File: config.mk
export PLATFORM = sky130hd
export DESIGN_NAME = powerpc_instruction_predecoder_core
export DESIGN_NICKNAME = d
export VERILOG_FILES = /design/src/rtl/ppcpd_pkg.sv /design/src/rtl/ppcpd_decode.sv /design/src/rtl/powerpc_instruction_predecoder_core.sv
export SDC_FILE = /design/constraint.sdc
export NUM_CORES = 1
export LEC_CHECK = 0
export BUFFER_PORTS_ARGS = -buffer_cell sky130_fd_sc_hd__buf_2
export CAP_MARGIN = 0
export CORE_ASPECT_RATIO = 0.75
export CORE_MARGIN = 8
export CORE_UTILIZATION = 50
export CTS_CLUSTER_DIAMETER = 150
export DETAILED_ROUTE_END_ITERATION = 12
export GPL_TIMING_DRIVEN = 0
export PLACE_DENSITY = 0.82
export SYNTH_ARGS = -nofsm -noshare
export SYNTH_HDL_FRONTEND = slang
export SYNTH_SLANG_ARGS = --single-unit
File: constraint.sdc
create_clock -name clock -period 4.8 [get_ports clock]
set_input_delay 0.96 -clock clock [delete_from_list [all_inputs] [get_ports clock]]
set_output_delay 0.96 -clock clock [all_outputs]
set_load 0.05 [all_outputs]
File: src/rtl/ppcpd_pkg.sv
// shared types and constants for the instruction predecoder
package ppcpd_pkg;

   typedef enum logic [2:0] {
      CLS_INT = 3'd0,
      CLS_LS  = 3'd1,
      CLS_FLT = 3'd2,
      CLS_PS  = 3'd3,
      CLS_BR  = 3'd4,
      CLS_SYS = 3'd5,
      CLS_UNK = 3'd6
   } class_type;

   localparam logic [5:0] OP_PS    = 6'd4;
   localparam logic [5:0] OP_BC    = 6'd16;
   localparam logic [5:0] OP_SC    = 6'd17;
   localparam logic [5:0] OP_B     = 6'd18;
   localparam logic [5:0] OP_T19   = 6'd19;
   localparam logic [5:0] OP_T31   = 6'd31;
   localparam logic [5:0] OP_T59   = 6'd59;
   localparam logic [5:0] OP_T63   = 6'd63;

   localparam logic [9:0] XO_BCLR  = 10'd16;
   localparam logic [9:0] XO_BCCTR = 10'd528;
   localparam logic [9:0] XO_RFI   = 10'd50;

   localparam logic [4:0] BO_ALWAYS = 5'h14;

   // 5-bit sub-opcode sets
   localparam logic [31:0] MASK_T59 = 32'hF374_0000;
   localparam logic [31:0] MASK_T63 = 32'hF6F4_0000;
   localparam logic [31:0] MASK_T4  = 32'hF7B4_FC00;

   localparam logic [31:0] NO_TARGET = 32'hFFFF_FFFF;

   typedef struct packed {
      class_type   instr_class;
      logic        flow_change;
      logic        cond_flow;
      logic        link_flag;
      logic        abs_flag;
      logic        target_valid;
      logic [31:0] jump_target;
      logic        block_end;
   } result_type;

endpackage

File: src/rtl/ppcpd_decode.sv
// combinational opcode classification, branch flags and target computation
module ppcpd_decode (
   input  logic [31:0]            instr_word,
   input  logic [31:0]            instr_address,
   output ppcpd_pkg::result_type  result
);
   import ppcpd_pkg::*;

   function automatic class_type class_t31(input logic [9:0] x10);
      class_type c;
      c = CLS_UNK;
      unique case (x10)
         10'd0, 10'd4, 10'd11, 10'd19, 10'd24, 10'd26, 10'd28, 10'd32,
         10'd60, 10'd75, 10'd124, 10'd144, 10'd284, 10'd316, 10'd412,
         10'd444, 10'd476, 10'd512, 10'd536, 10'd792, 10'd824, 10'd922,
         10'd954:
            c = CLS_INT;
         10'd20, 10'd23, 10'd54, 10'd55, 10'd86, 10'd87, 10'd119, 10'd150,
         10'd151, 10'd183, 10'd215, 10'd247, 10'd279, 10'd311, 10'd343,
         10'd375, 10'd407, 10'd439, 10'd470, 10'd533, 10'd534, 10'd597,
         10'd661, 10'd662, 10'd725, 10'd790, 10'd918, 10'd982, 10'd1014:
            c = CLS_LS;
         10'd535, 10'd567, 10'd599, 10'd631, 10'd663, 10'd695, 10'd727,
         10'd759, 10'd983:
            c = CLS_FLT;
         10'd83, 10'd146, 10'd306, 10'd310, 10'd339, 10'd371, 10'd438,
         10'd467, 10'd566, 10'd595, 10'd598, 10'd659, 10'd854:
            c = CLS_SYS;
         default:
            c = CLS_UNK;
      endcase
      // xo-form arithmetic ignores the oe bit
      unique case (x10[8:0])
         9'd8, 9'd10, 9'd40, 9'd104, 9'd136, 9'd138, 9'd200, 9'd202,
         9'd234, 9'd235, 9'd266, 9'd459, 9'd491:
            c = CLS_INT;
         default: ;
      endcase
      return c;
   endfunction

   function automatic class_type class_t63(input logic [9:0] x10, input logic [4:0] x5);
      class_type c;
      unique case (x10)
         10'd0, 10'd12, 10'd14, 10'd15, 10'd32, 10'd38, 10'd40, 10'd64,
         10'd70, 10'd72, 10'd134, 10'd136, 10'd264, 10'd583, 10'd711:
            c = CLS_FLT;
         default:
            c = MASK_T63[x5] ? CLS_FLT : CLS_UNK;
      endcase
      return c;
   endfunction

   function automatic class_type class_t4(input logic [9:0] x10, input logic [4:0] x5);
      class_type c;
      unique case (x10)
         10'd0, 10'd32, 10'd40, 10'd64, 10'd72, 10'd96, 10'd136, 10'd264,
         10'd528, 10'd560, 10'd592, 10'd624:
            c = CLS_PS;
         default:
            c = MASK_T4[x5] ? CLS_PS : CLS_UNK;
      endcase
      return c;
   endfunction

   function automatic class_type class_t19(input logic [9:0] x10);
      class_type c;
      unique case (x10)
         10'd50, 10'd150:
            c = CLS_SYS;
         10'd0, 10'd33, 10'd129, 10'd193, 10'd225, 10'd257, 10'd289,
         10'd417, 10'd449:
            c = CLS_INT;
         default:
            c = CLS_UNK;
      endcase
      return c;
   endfunction

   logic [5:0]  op;
   logic [9:0]  x10;
   logic [4:0]  x5;
   logic [4:0]  bo;
   logic [31:0] disp_b;
   logic [31:0] disp_bc;
   logic [31:0] disp;
   logic [31:0] target;

   assign op      = instr_word[31:26];
   assign x10     = instr_word[10:1];
   assign x5      = instr_word[5:1];
   assign bo      = instr_word[25:21];
   assign disp_b  = {{6{instr_word[25]}}, instr_word[25:2], 2'b00};
   assign disp_bc = {{16{instr_word[15]}}, instr_word[15:2], 2'b00};
   assign disp    = (op == OP_B) ? disp_b : disp_bc;
   assign target  = instr_word[1] ? disp : instr_address + disp;

   always_comb begin
      result = '{instr_class: CLS_UNK, jump_target: NO_TARGET, default: 1'b0};
      unique case (op)
         OP_B: begin
            result.instr_class  = CLS_BR;
            result.flow_change  = 1'b1;
            result.link_flag    = instr_word[0];
            result.abs_flag     = instr_word[1];
            result.target_valid = 1'b1;
            result.jump_target  = target;
            result.block_end    = 1'b1;
         end
         OP_BC: begin
            result.instr_class  = CLS_BR;
            result.flow_change  = 1'b1;
            result.cond_flow    = 1'b1;
            result.link_flag    = instr_word[0];
            result.abs_flag     = instr_word[1];
            result.target_valid = 1'b1;
            result.jump_target  = target;
         end
         OP_T19: begin
            if (x10 == XO_BCLR || x10 == XO_BCCTR) begin
               result.instr_class = CLS_BR;
               result.flow_change = 1'b1;
               result.cond_flow   = 1'b1;
               result.link_flag   = instr_word[0];
               result.block_end   = (bo & BO_ALWAYS) == BO_ALWAYS;
            end else begin
               result.instr_class = class_t19(x10);
               result.flow_change = x10 == XO_RFI;
               result.block_end   = x10 == XO_RFI;
            end
         end
         OP_SC: begin
            result.instr_class = CLS_SYS;
            result.flow_change = 1'b1;
            result.block_end   = 1'b1;
         end
         6'd3, 6'd7, 6'd8, 6'd10, 6'd11, 6'd12, 6'd13, 6'd14, 6'd15,
         6'd20, 6'd21, 6'd23, 6'd24, 6'd25, 6'd26, 6'd27, 6'd28, 6'd29:
            result.instr_class = CLS_INT;
         OP_T31:
            result.instr_class = class_t31(x10);
         OP_T59:
            result.instr_class = MASK_T59[x5] ? CLS_FLT : CLS_UNK;
         OP_T63:
            result.instr_class = class_t63(x10, x5);
         OP_PS:
            result.instr_class = class_t4(x10, x5);
         6'd56, 6'd57, 6'd60, 6'd61:
            result.instr_class = CLS_PS;
         default: begin
            if (op[5:4] == 2'b10) begin
               result.instr_class = CLS_LS;
            end else if (op[5:3] == 3'b110) begin
               result.instr_class = CLS_FLT;
            end else begin
               result.instr_class = CLS_UNK;
            end
         end
      endcase
   end

endmodule

File: src/rtl/powerpc_instruction_predecoder_core.sv
// top level of the instruction predecoder: input register, decode, result register
//
// usage
//   req_* carries one instruction word and its address per transaction.
//   rsp_* returns exactly one predecode result per request, in order.
//   a transaction moves on a rising edge with tvalid and tready both high.
// pipeline and throughput
//   an accepted word sits in the input register; decode feeds the result
//   register, which drives rsp_tvalid and rsp_tdata until the result is taken.
//   one transaction per cycle sustained while rsp_tready stays high; the decode
//   is a single pass of opcode table lookup plus one 32-bit target add.
// stalls
//   when rsp_tready is low the result register holds its transaction and the
//   input register keeps accepting until it too is full; req_tready drops
//   only when both registers hold transactions that cannot move.
// reset
//   synchronous, active high; clears both valid flags, no transaction
//   is in flight afterward. no configuration; data registers are not reset.
module powerpc_instruction_predecoder_core (
   input  logic        clock,
   input  logic        reset,
   input  logic        req_tvalid,
   output logic        req_tready,
   input  logic [63:0] req_tdata,  // instr_word[31:0], instr_address[63:32]
   output logic        rsp_tvalid,
   input  logic        rsp_tready,
   output logic [47:0] rsp_tdata   // instr_class[2:0], flow_change[3],
                                   // cond_flow[4], link_flag[5],
                                   // abs_flag[6], target_valid[7],
                                   // jump_target[39:8], block_end[40], zero[47:41]
);
   import ppcpd_pkg::*;

   logic        in_valid_ff;
   logic        in_valid_in;
   logic [31:0] word_ff;
   logic [31:0] addr_ff;
   logic        out_valid_ff;
   logic        out_valid_in;
   result_type  result_ff;
   result_type  result_in;
   logic        advance;
   logic        take;

   assign advance    = !out_valid_ff || rsp_tready;
   assign req_tready = !in_valid_ff || advance;
   assign take       = req_tvalid && req_tready;

   assign in_valid_in  = take || (in_valid_ff && !advance);
   assign out_valid_in = advance ? in_valid_ff : out_valid_ff;

   ppcpd_decode u_decode (
      .instr_word    (word_ff),
      .instr_address (addr_ff),
      .result        (result_in)
   );

   always_ff @(posedge clock) begin
      if (reset) begin
         in_valid_ff  <= 1'b0;
         out_valid_ff <= 1'b0;
      end else begin
         in_valid_ff  <= in_valid_in;
         out_valid_ff <= out_valid_in;
      end
   end

   always_ff @(posedge clock) begin
      if (take) begin
         word_ff <= req_tdata[31:0];
         addr_ff <= req_tdata[63:32];
      end
      if (advance && in_valid_ff) begin
         result_ff <= result_in;
      end
   end

   assign rsp_tvalid = out_valid_ff;
   assign rsp_tdata  = {7'd0,
                        result_ff.block_end,
                        result_ff.jump_target,
                        result_ff.target_valid,
                        result_ff.abs_flag,
                        result_ff.link_flag,
                        result_ff.cond_flow,
                        result_ff.flow_change,
                        result_ff.instr_class};

endmodule
==> results of run 1 <==
## cells by family after synthesis
logic type / synth area share, %
and+or+nand+nor: 16.9
AOI/OAI and AO/OA: 20.8
adders and majority gates: 6.06
DFF: 46.9
xor gates and xnor gates: 2.78
buffers and inverters: 5.05
muxes: 1.52
other: 0.0541
## cells in the mapped netlist (all sizes together), types with 6 or more instances
| master | count |
|---|---|
| a211oi | 7 |
| a21o | 14 |
| a21oi | 66 |
| a31o | 11 |
| a31oi | 9 |
| and2 | 6 |
| and3 | 7 |
| buf | 22 |
| clkbuf | 22 |
| edfxtp | 105 |
| ha | 32 |
| inv | 24 |
| mux2i | 6 |
| nand2 | 53 |
| nand2b | 11 |
| nand3 | 23 |
| nor2 | 43 |
| nor2b | 11 |
| nor3 | 13 |
| nor3b | 8 |
| nor4 | 6 |
| o211ai | 14 |
| o21ai | 49 |
| or3 | 7 |
| xnor2 | 8 |
| xor2 | 14 |
## state kept, by name, indices dropped and copies added (netlist names), named ones only
register     flops
rsp_tdata       41
word_ff         32
in_valid_ff      1
addr_ff         32
rsp_tvalid       1
## layer usage
metal / vias to the layer above / wire [um] / track usage (%)
li1: 2845 / - / -
met1: 2781 / 8780 / 29.9
met2: 315 / 7910 / 28.9
met3: 14 / 1860 / 5.36
met4: 0 / 160 / 4.55
met5: - / 0 / 0
## cell type report
| type | instances | area (um2) | share of cell area (%) |
|---|---|---|---|
| timing repair buffer | 112 | 591 | 7.32 |
| clock inverter | 7 | 63.8 | 0.791 |
| buffer | 45 | 260 | 3.23 |
| multi-input combinational | 508 | 3360 | 41.7 |
| tap | 175 | 219 | 2.71 |
| inverter | 24 | 90.1 | 1.12 |
| clock buffer | 9 | 225 | 2.79 |
| sequential | 110 | 3250 | 40.3 |
## worst min path at each step
| stage | slack, ns | start | to |
|---|---|---|---|
| finish | 0.54 | in_valid_ff | rsp_tvalid |
| CTS | 0.54 | in_valid_ff | rsp_tvalid |
| global route | 0.58 | in_valid_ff | rsp_tvalid |
| global placement | 0.51 | in_valid_ff | rsp_tvalid |
| floorplan | 0.48 | in_valid_ff | rsp_tvalid |
| detailed placement | 0.52 | in_valid_ff | rsp_tvalid |
## report_power, final
part	switching [mW]	internal, mW	total [mW]	leakage (nW)
Combinational	0.307	0.183	0.490	1.92
Sequential	0.0245	1.10	1.12	0.955
Clock	0.362	0.365	0.728	0.142
Total	0.694	1.65	2.34	3.02
## worst max-delay path, cell delays in order (launching register included)
cell and delay, ns:
edfxtp_1 0.36, buf_2 0.19, nor2_1 0.16, nand3_1 0.29, or2_1 0.32, clkbuf_8 0.18
inv_2 0.08, a21boi_2 0.15, a31o_2 0.30, ha_1 0.34, a21o_1 0.20, or4_1 0.41
a21o_1 0.19, a31oi_1 0.15, o21ai_1 0.16, a21oi_1 0.25, mux2i_1 0.20, o311ai_0 0.17
## metrics by stage
stage          hold slack [ns]  util [%]  total power [mW]  std cells
2_1_floorplan            0.478         -              1.49        687
3_3_place_gp             0.505      56.6              1.61        972
3_5_place_dp             0.525      56.9              1.62        974
4_1_cts                  0.541      59.1              2.34        990
5_1_grt                  0.584      59.1              2.44        990
6_report                 0.538      59.1              2.34        990
==> out/metrics.cfg, run 1 <==
[clocking]
ctsRootBufferMaster = clkbuf_16
ctsResizeCount = 0
clkSinkCount = 110
cts.htree.levels = 3
clockBufferDepth = 2
cts_tree = yes
cts.reportedPaths.clkPinSlew_ns = 0.08
cts_inserted_buffers = 9
worstSkewPairLatency_ns = 0.35
holdBufCountCts = 0
cts_setup_buffers = 0

[job]
cap_violations = 0

[placed_design]
place_area_mm2 = 0.00778
dp_slack_ns = 0.498
gp_congestion = 0.929
place_hpwl_um = 14100
port_buffers = 110

[global_route]
gr-total-overflow = 0
antenna_found_initial = 0
grt_first_pass_wirelength_um = 29500
grt_pass1_vias = 5434
grt_usage_pct = 20.3
grt_max_degree = 47

[power_and_ir_drop]
power_leakage_nw = 3.02
p_per_area_mw_per_mm2 = 290
ir_worst_vdd_mv = 0.192

[yosys]
synth_cells = 681
synth_area_per_cell_um2 = 10.2
synth.area.top_cells = edfxtp_1 45%, ha_1 5.8%, a21oi_1 4.8%
synth.top_cell.area_share_pct = 45.5
synth-warning-count = 0
synth_area_mm2 = 0.00694
ys_seq_area_share_pct = 46.9
async_flop_share_pct = 0
synth_seq_cells = 110
synth_flop_cell = edfxtp_1
ys_types = 84
yosysTopAreaCell = edfxtp_1
synth_edf_count = 105

[timing]
setup_viol = 0
hold_viol = 0
fmax_mhz = 227
worst_slew_margin_rel_pct = 48.3
fin_ws_ns = 0.392
layout_worst_path_cycle_share_pct = 91.8
fin_skew_ns = 0.0127
tightest_slew_ns = 0.776
finalSetupTns_ns = 0
rsz0062_at_grt = no
drv_slew = 0
min_period_ns = 4.41

[floorplanning]
fp.dieH_um = 118
num_io_pins = 118
core_area_mm2 = 0.0137
start_util_pct = 50.8
row_count = 37
die_w_um = 152
dieArea_mm2 = 0.0179

[worst_setup_path]
critical_path_class = flip-flop to flip-flop
worstSetupEndpoint = rsp_tdata[35]
cp-startpoint = word_ff[28]
end_kind = flip-flop
r2r_slack_ns = 0.39
reg2reg_depth = 17
crit_fanout = 10
startpoint_type = flip-flop
reg2reg_to = rsp_tdata[35]
worstPathRequired_ns = 4.84
crit_arrival_ns = 4.45
r2r_start = word_ff[28]

[drt]
antenna_left = 0
wl_um = 18700
vias_per_cell = 6.02
drc = 0
first_iter_violations = 599
first_pass_iters = 6
vias = 5955
wl_per_cell_um = 18.9

[min_path]
holdPathStages = 2
holdCritPathClass = flip-flop to flip-flop

[finish]
n_fill_cell = 1182
final_nets = 911
diodes = 0
area_growth_pct = 16.3
final_cell_mix = 120 x buf_2, 105 x edfxtp_1, 66 x a21oi_1, 53 x nand2_1
drive_above_1_share_pct = 22.6
final_common_cell = buf_2
fin_area_mm2 = 0.00807

[status]
status = finished clean

(Power assumes the default switching activity.)
==> run 2: changes to the inputs <==
--- a/config.mk
+++ b/config.mk
@@ -14,6 +14,7 @@
 export DETAILED_ROUTE_END_ITERATION = 12
 export GPL_TIMING_DRIVEN = 0
 export PLACE_DENSITY = 0.82
+export REMOVE_ABC_BUFFERS = 1
 export SYNTH_ARGS = -nofsm -noshare
 export SYNTH_HDL_FRONTEND = slang
 export SYNTH_SLANG_ARGS = --single-unit
==> out/metrics.cfg, run 2 (synthesis gave the netlist of run 1 again) <==
[power_and_ir_drop]
ir_worst_vdd_mv = 0.184
p_per_area_mw_per_mm2 = 304
comb_power_share_pct = 18.2
power_frac_seq_pct = 48.0
intPower_mw = 1.75
power_leakage_nw = 2.91
p_clk_share_pct = 33.8
swShare_pct = 27.4
switchingPower_uw = 658

[placed_design]
place_area_mm2 = 0.00757
gp_congestion = 0.922
port_buffers = 110
place_hpwl_um = 12500

[finish]
seqCellArea_mm2 = 0.00325
area_growth_pct = 14.0
multi_input_area_mm2 = 0.00337
final_cell_mix = 110 x buf_2, 105 x edfxtp_1, 66 x a21oi_1, 53 x nand2_1
fin_area_mm2 = 0.00791
n_fill_cell = 1178
diodes = 0
final_common_cell = buf_2
largest_reg_flops = 41
drive_above_1_share_pct = 21.4
final_nets = 868

[timing]
fin_skew_ns = 0.0125
drv_slew = 0
finalSetupTns_ns = 0
min_period_ns = 4.44
setup_viol = 0
tightest_slew_ns = 1.04
hold_viol = 0
rsz0062_at_grt = no
fmax_mhz = 225
worst_slew_margin_rel_pct = 30.7
layout_worst_path_cycle_share_pct = 92.5

[min_path]
holdCritPathClass = flip-flop to flip-flop

[global_route]
antenna_found_initial = 0
gr-total-overflow = 0
grt_pass1_vias = 5353
grt_usage_pct = 19.3
grt_first_pass_wirelength_um = 28200
grt_max_degree = 38

[clocking]
cts.htree.levels = 3
cts_inserted_buffers = 9
cts_tree = yes
ctsRootBufferMaster = clkbuf_16
cts.reportedPaths.clkPinSlew_ns = 0.07
worstSkewPairLatency_ns = 0.36
cts_setup_buffers = 0
clkSinkCount = 110
clockBufferDepth = 2

[worst_setup_path]
worstPathRequired_ns = 4.87
startpoint_type = flip-flop
crit_arrival_ns = 4.51
end_kind = flip-flop
crit_fanout = 30
critical_path_class = flip-flop to flip-flop

[drt]
wl_met2_um = 7800
drc = 0
first_pass_iters = 5
wl_met3_um = 1370
wl_um = 17500
wl_met1_um = 8100
vias = 5664
antenna_left = 0
first_iter_violations = 553
wl_per_cell_um = 18.5
top_layer_used = met4
vias_per_cell = 5.98

[floorplanning]
core_area_mm2 = 0.0137
fp.dieH_um = 118
start_util_pct = 50.8
dieArea_mm2 = 0.0179
num_io_pins = 118
die_w_um = 152
row_count = 37

[status]
status = finished clean

[job]
cap_violations = 0

[run 2: cell types whose count changed in the layout (fill, tap and decap cells not counted), sizes merged]
cell	previous run	this run
clkinv	2	1
inv	28	25
buf	134	114
bufinv	0	2
clkbuf	31	11
dlygate4sd1	1	0
[run 2: what timing repair did]
action	in CTS	in global routing
gates resized for setup	1	4
endpoints found under the setup margin	4	8
hold buffers	0	0
[run 2: cell type report]
type	instances	area share, %
clock buffer	11	3.07
multi-input combinational	508	42.6
clock inverter	5	1.03
tap	175	2.77
sequential	110	41.1
timing repair buffer	114	8.16
inverter	24	1.20
[run 2: worst paths after layout]
check | start | endpoint | slack, ns | cells after the start
worst max-delay path | word_ff[28] | rsp_tdata[35] | 0.36 | 15
worst min register to register | in_valid_ff | rsp_tvalid | 0.53 | 2
worst min-delay path | in_valid_ff | rsp_tvalid | 0.53 | 2
worst max register to register | word_ff[28] | rsp_tdata[35] | 0.36 | 15
[run 2: stage by stage]
stage / power [mW] / hold slack [ns] / std cells / setup slack, ns / util [%]
6_report: 2.41 / 0.527 / 947 / 0.361 / 57.9
5_1_grt: 2.51 / 0.581 / 947 / 0.0721 / 57.9
4_1_cts: 2.42 / 0.536 / 947 / 0.0820 / 57.8
3_5_place_dp: 1.60 / 0.525 / 931 / -0.0929 / 55.4
3_3_place_gp: 1.59 / 0.498 / 927 / -0.158 / 54.7
2_1_floorplan: 1.47 / 0.478 / 642 / 0.803 / -
[run 2: power groups by stage]
| stage | combinational, mW | sequential [mW] | clock [mW] |
|---|---|---|---|
| after CTS | 0.432 | 1.15 | 0.831 |
| after floorplan | 0.290 | 1.18 | 0 |
| after global routing | 0.480 | 1.16 | 0.867 |
| after global placement | 0.404 | 1.18 | 0 |
| after detailed placement | 0.430 | 1.17 | 0 |
| final | 0.437 | 1.15 | 0.814 |
[run 2: metal layers]
metal	vias to the layer above	GRT usage, %
li1	2760	-
met1	2642	26.7
met2	239	29.2
met3	23	4.70
met4	0	5.79
met5	-	0
[run 2: worst max-delay path, cell delays in order, from the launching register on]
cell and delay [ns]:
edfxtp_1 0.54, nor2_1 0.23, nand3_2 0.20, or2_4 0.38, inv_6 0.23, a21boi_2 0.21, a31o_2 0.32, ha_1 0.33
a21o_1 0.19, or4_1 0.41, a21o_1 0.18, a31oi_1 0.17, o21ai_1 0.14, a21oi_1 0.23, mux2i_1 0.21, o311ai_0 0.15
==> run 3: changes to the inputs <==
--- a/config.mk
+++ b/config.mk
@@ -9,11 +9,11 @@
 export CAP_MARGIN = 0
 export CORE_ASPECT_RATIO = 0.75
 export CORE_MARGIN = 8
-export CORE_UTILIZATION = 50
+export CORE_UTILIZATION = 56
 export CTS_CLUSTER_DIAMETER = 150
 export DETAILED_ROUTE_END_ITERATION = 12
 export GPL_TIMING_DRIVEN = 0
-export PLACE_DENSITY = 0.82
+export PLACE_DENSITY = 0.9
 export REMOVE_ABC_BUFFERS = 1
 export SYNTH_ARGS = -nofsm -noshare
 export SYNTH_HDL_FRONTEND = slang
==> out/metrics.cfg, run 3 (synthesis gave the netlist of run 1 again) <==
[status]
status = finished clean

[floorplanning]
die_w_um = 145
num_io_pins = 118
row_count = 35
start_util_pct = 57.0
core_area_mm2 = 0.0122
dieArea_mm2 = 0.0162
fp.dieH_um = 112

[timing]
drv_slew = 0
rsz0062_at_grt = no
fin_skew_ns = 0.0141
finalSetupTns_ns = 0
fin_ws_ns = 0.259
min_period_ns = 4.54
layout_worst_path_cycle_share_pct = 94.6
worst_slew_margin_rel_pct = 29.1
fmax_mhz = 220
setup_viol = 0
tightest_slew_ns = 1.06
hold_viol = 0

[worst_setup_path]
r2r_start = word_ff[28]
worstPathRequired_ns = 4.86
critical_path_class = flip-flop to flip-flop
reg2reg_depth = 15
cp_slowest_cell = edfxtp_1
path_buf_inv = 1
end_kind = flip-flop
crit_top_cell = a21o_1
crit_fanout = 30
reg2reg_to = rsp_tdata[35]
critPathMaxStageDelay_ns = 0.54
crit_arrival_ns = 4.60
worstPathCellList = nor2_1 -> nand3_1 -> or2_4 -> inv_6 -> a21boi_2 -> a31o_2 -> ha_1 -> a21o_1 -> or4_1 -> a21o_1 -> a31oi_1 -> o21ai_1 -> a21oi_1 -> mux2i_1 -> o311ai_0
r2r_slack_ns = 0.26
startpoint_type = flip-flop
critPathTopFamily = compound AO/OA/AOI/OAI gates

[min_path]
holdCritPathClass = flip-flop to flip-flop
worstHoldStart = in_valid_ff
min_to = rsp_tvalid
holdPathStages = 2

[clocking]
cts_tree = yes
clockBufferDepth = 2
clkSinkCount = 110
worstSkewPairLatency_ns = 0.36
ctsResizeCount = 1
ctsRootBufferMaster = clkbuf_16
holdBufCountCts = 0
cts_setup_buffers = 0
cts.htree.levels = 3
cts_inserted_buffers = 9
cts.reportedPaths.clkPinSlew_ns = 0.07

[global_route]
antenna_found_initial = 0
grt_first_pass_wirelength_um = 28000
grt_usage_pct = 21.6
grt_pass1_vias = 5478
grt_max_degree = 44
gr-total-overflow = 0

[placed_design]
port_buffers = 110
gp_congestion = 0.961
place_hpwl_um = 12600
dp.cells = 923
dp_slack_ns = -0.0738

[drt]
antenna_left = 0
wl_per_cell_um = 18.9
vias = 5953
first_iter_violations = 659
drc = 0
vias_per_cell = 6.34
wl_um = 17700
first_pass_iters = 5

[finish]
final_nets = 869
area_growth_pct = 13.7
diodes = 0
final_common_cell = buf_2
final_cell_mix = 110 x buf_2, 105 x edfxtp_1, 66 x a21oi_1, 53 x nand2_1
n_fill_cell = 975
largest_reg_flops = 41
final_cells = 939
drive_above_1_share_pct = 21.3

[power_and_ir_drop]
ir_worst_vdd_mv = 0.267
p_total_mw = 2.37
p_per_area_mw_per_mm2 = 301
power_leakage_nw = 2.91

[job]
cap_violations = 0

==> run 3: changes by cell type in the layout (fill, tap and decap cells not counted), sizes merged <==
cell | before | now
bufinv | 2 | 1
inv | 25 | 26
buf | 114 | 115
==> run 3: routing by layer <==
| layer | vias to the layer above | global-route usage, % | wire (um) |
|---|---|---|---|
| met3 | 44 | 5.05 | 1890 |
| met2 | 375 | 33.2 | 7880 |
| met4 | 0 | 7.19 | 481 |
| li1 | 2758 | - | - |
| met5 | - | 0 | 0 |
| met1 | 2776 | 29.5 | 7480 |
==> run 3: worst reg2reg max path, delay by kind of cell, from the launching register on <==
family / cells / cell delay, ns
AO/OA/AOI/OAI: 8 / 1.60
multiplexers: 1 / 0.20
adder cells (fa/ha/maj): 1 / 0.34
AND/OR/NAND/NOR: 4 / 1.34
buffers and inverters: 1 / 0.23
flip-flops: 1 / 0.54
==> run 3: cell type report <==
class,instances,area (um2),share of cell area [%]
multi-input cells,508,3370,42.7
flip-flops and latches,110,3250,41.2
inverters,24,95.1,1.21
repair buffers,115,661,8.37
clock inverters,5,63.8,0.809
clock buffers,11,243,3.08
well taps,166,208,2.63
==> run 3: report_power, final <==
part           internal [mW]  leakage (nW)  switching [mW]
Combinational          0.176          1.81           0.270
Sequential              1.10         0.955          0.0542
Clock                  0.424         0.147           0.349
Total                   1.70          2.91           0.673
==> run 3: how the worst max path moves through the flow <==
| stage | start | end | depth (start not counted) |
|---|---|---|---|
| finish | word_ff[28] | rsp_tdata[35] | 15 |
| global route | word_ff[28] | rsp_tdata[36] | 15 |
| CTS | word_ff[28] | rsp_tdata[35] | 15 |
| detailed placement | word_ff[28] | rsp_tdata[35] | 15 |
| global placement | word_ff[28] | rsp_tdata[35] | 15 |
| floorplan | word_ff[28] | rsp_tdata[35] | 15 |
==> run 3: per-stage QoR <==
step | instance area [um2] | hold slack, ns | util, %
floorplan | 6700 | 0.478 | -
finish | 7890 | 0.529 | 64.8
global route | 7890 | 0.588 | 64.8
CTS | 7880 | 0.535 | 64.8
detailed placement | 7570 | 0.518 | 62.2
global placement | 7460 | 0.498 | 61.3
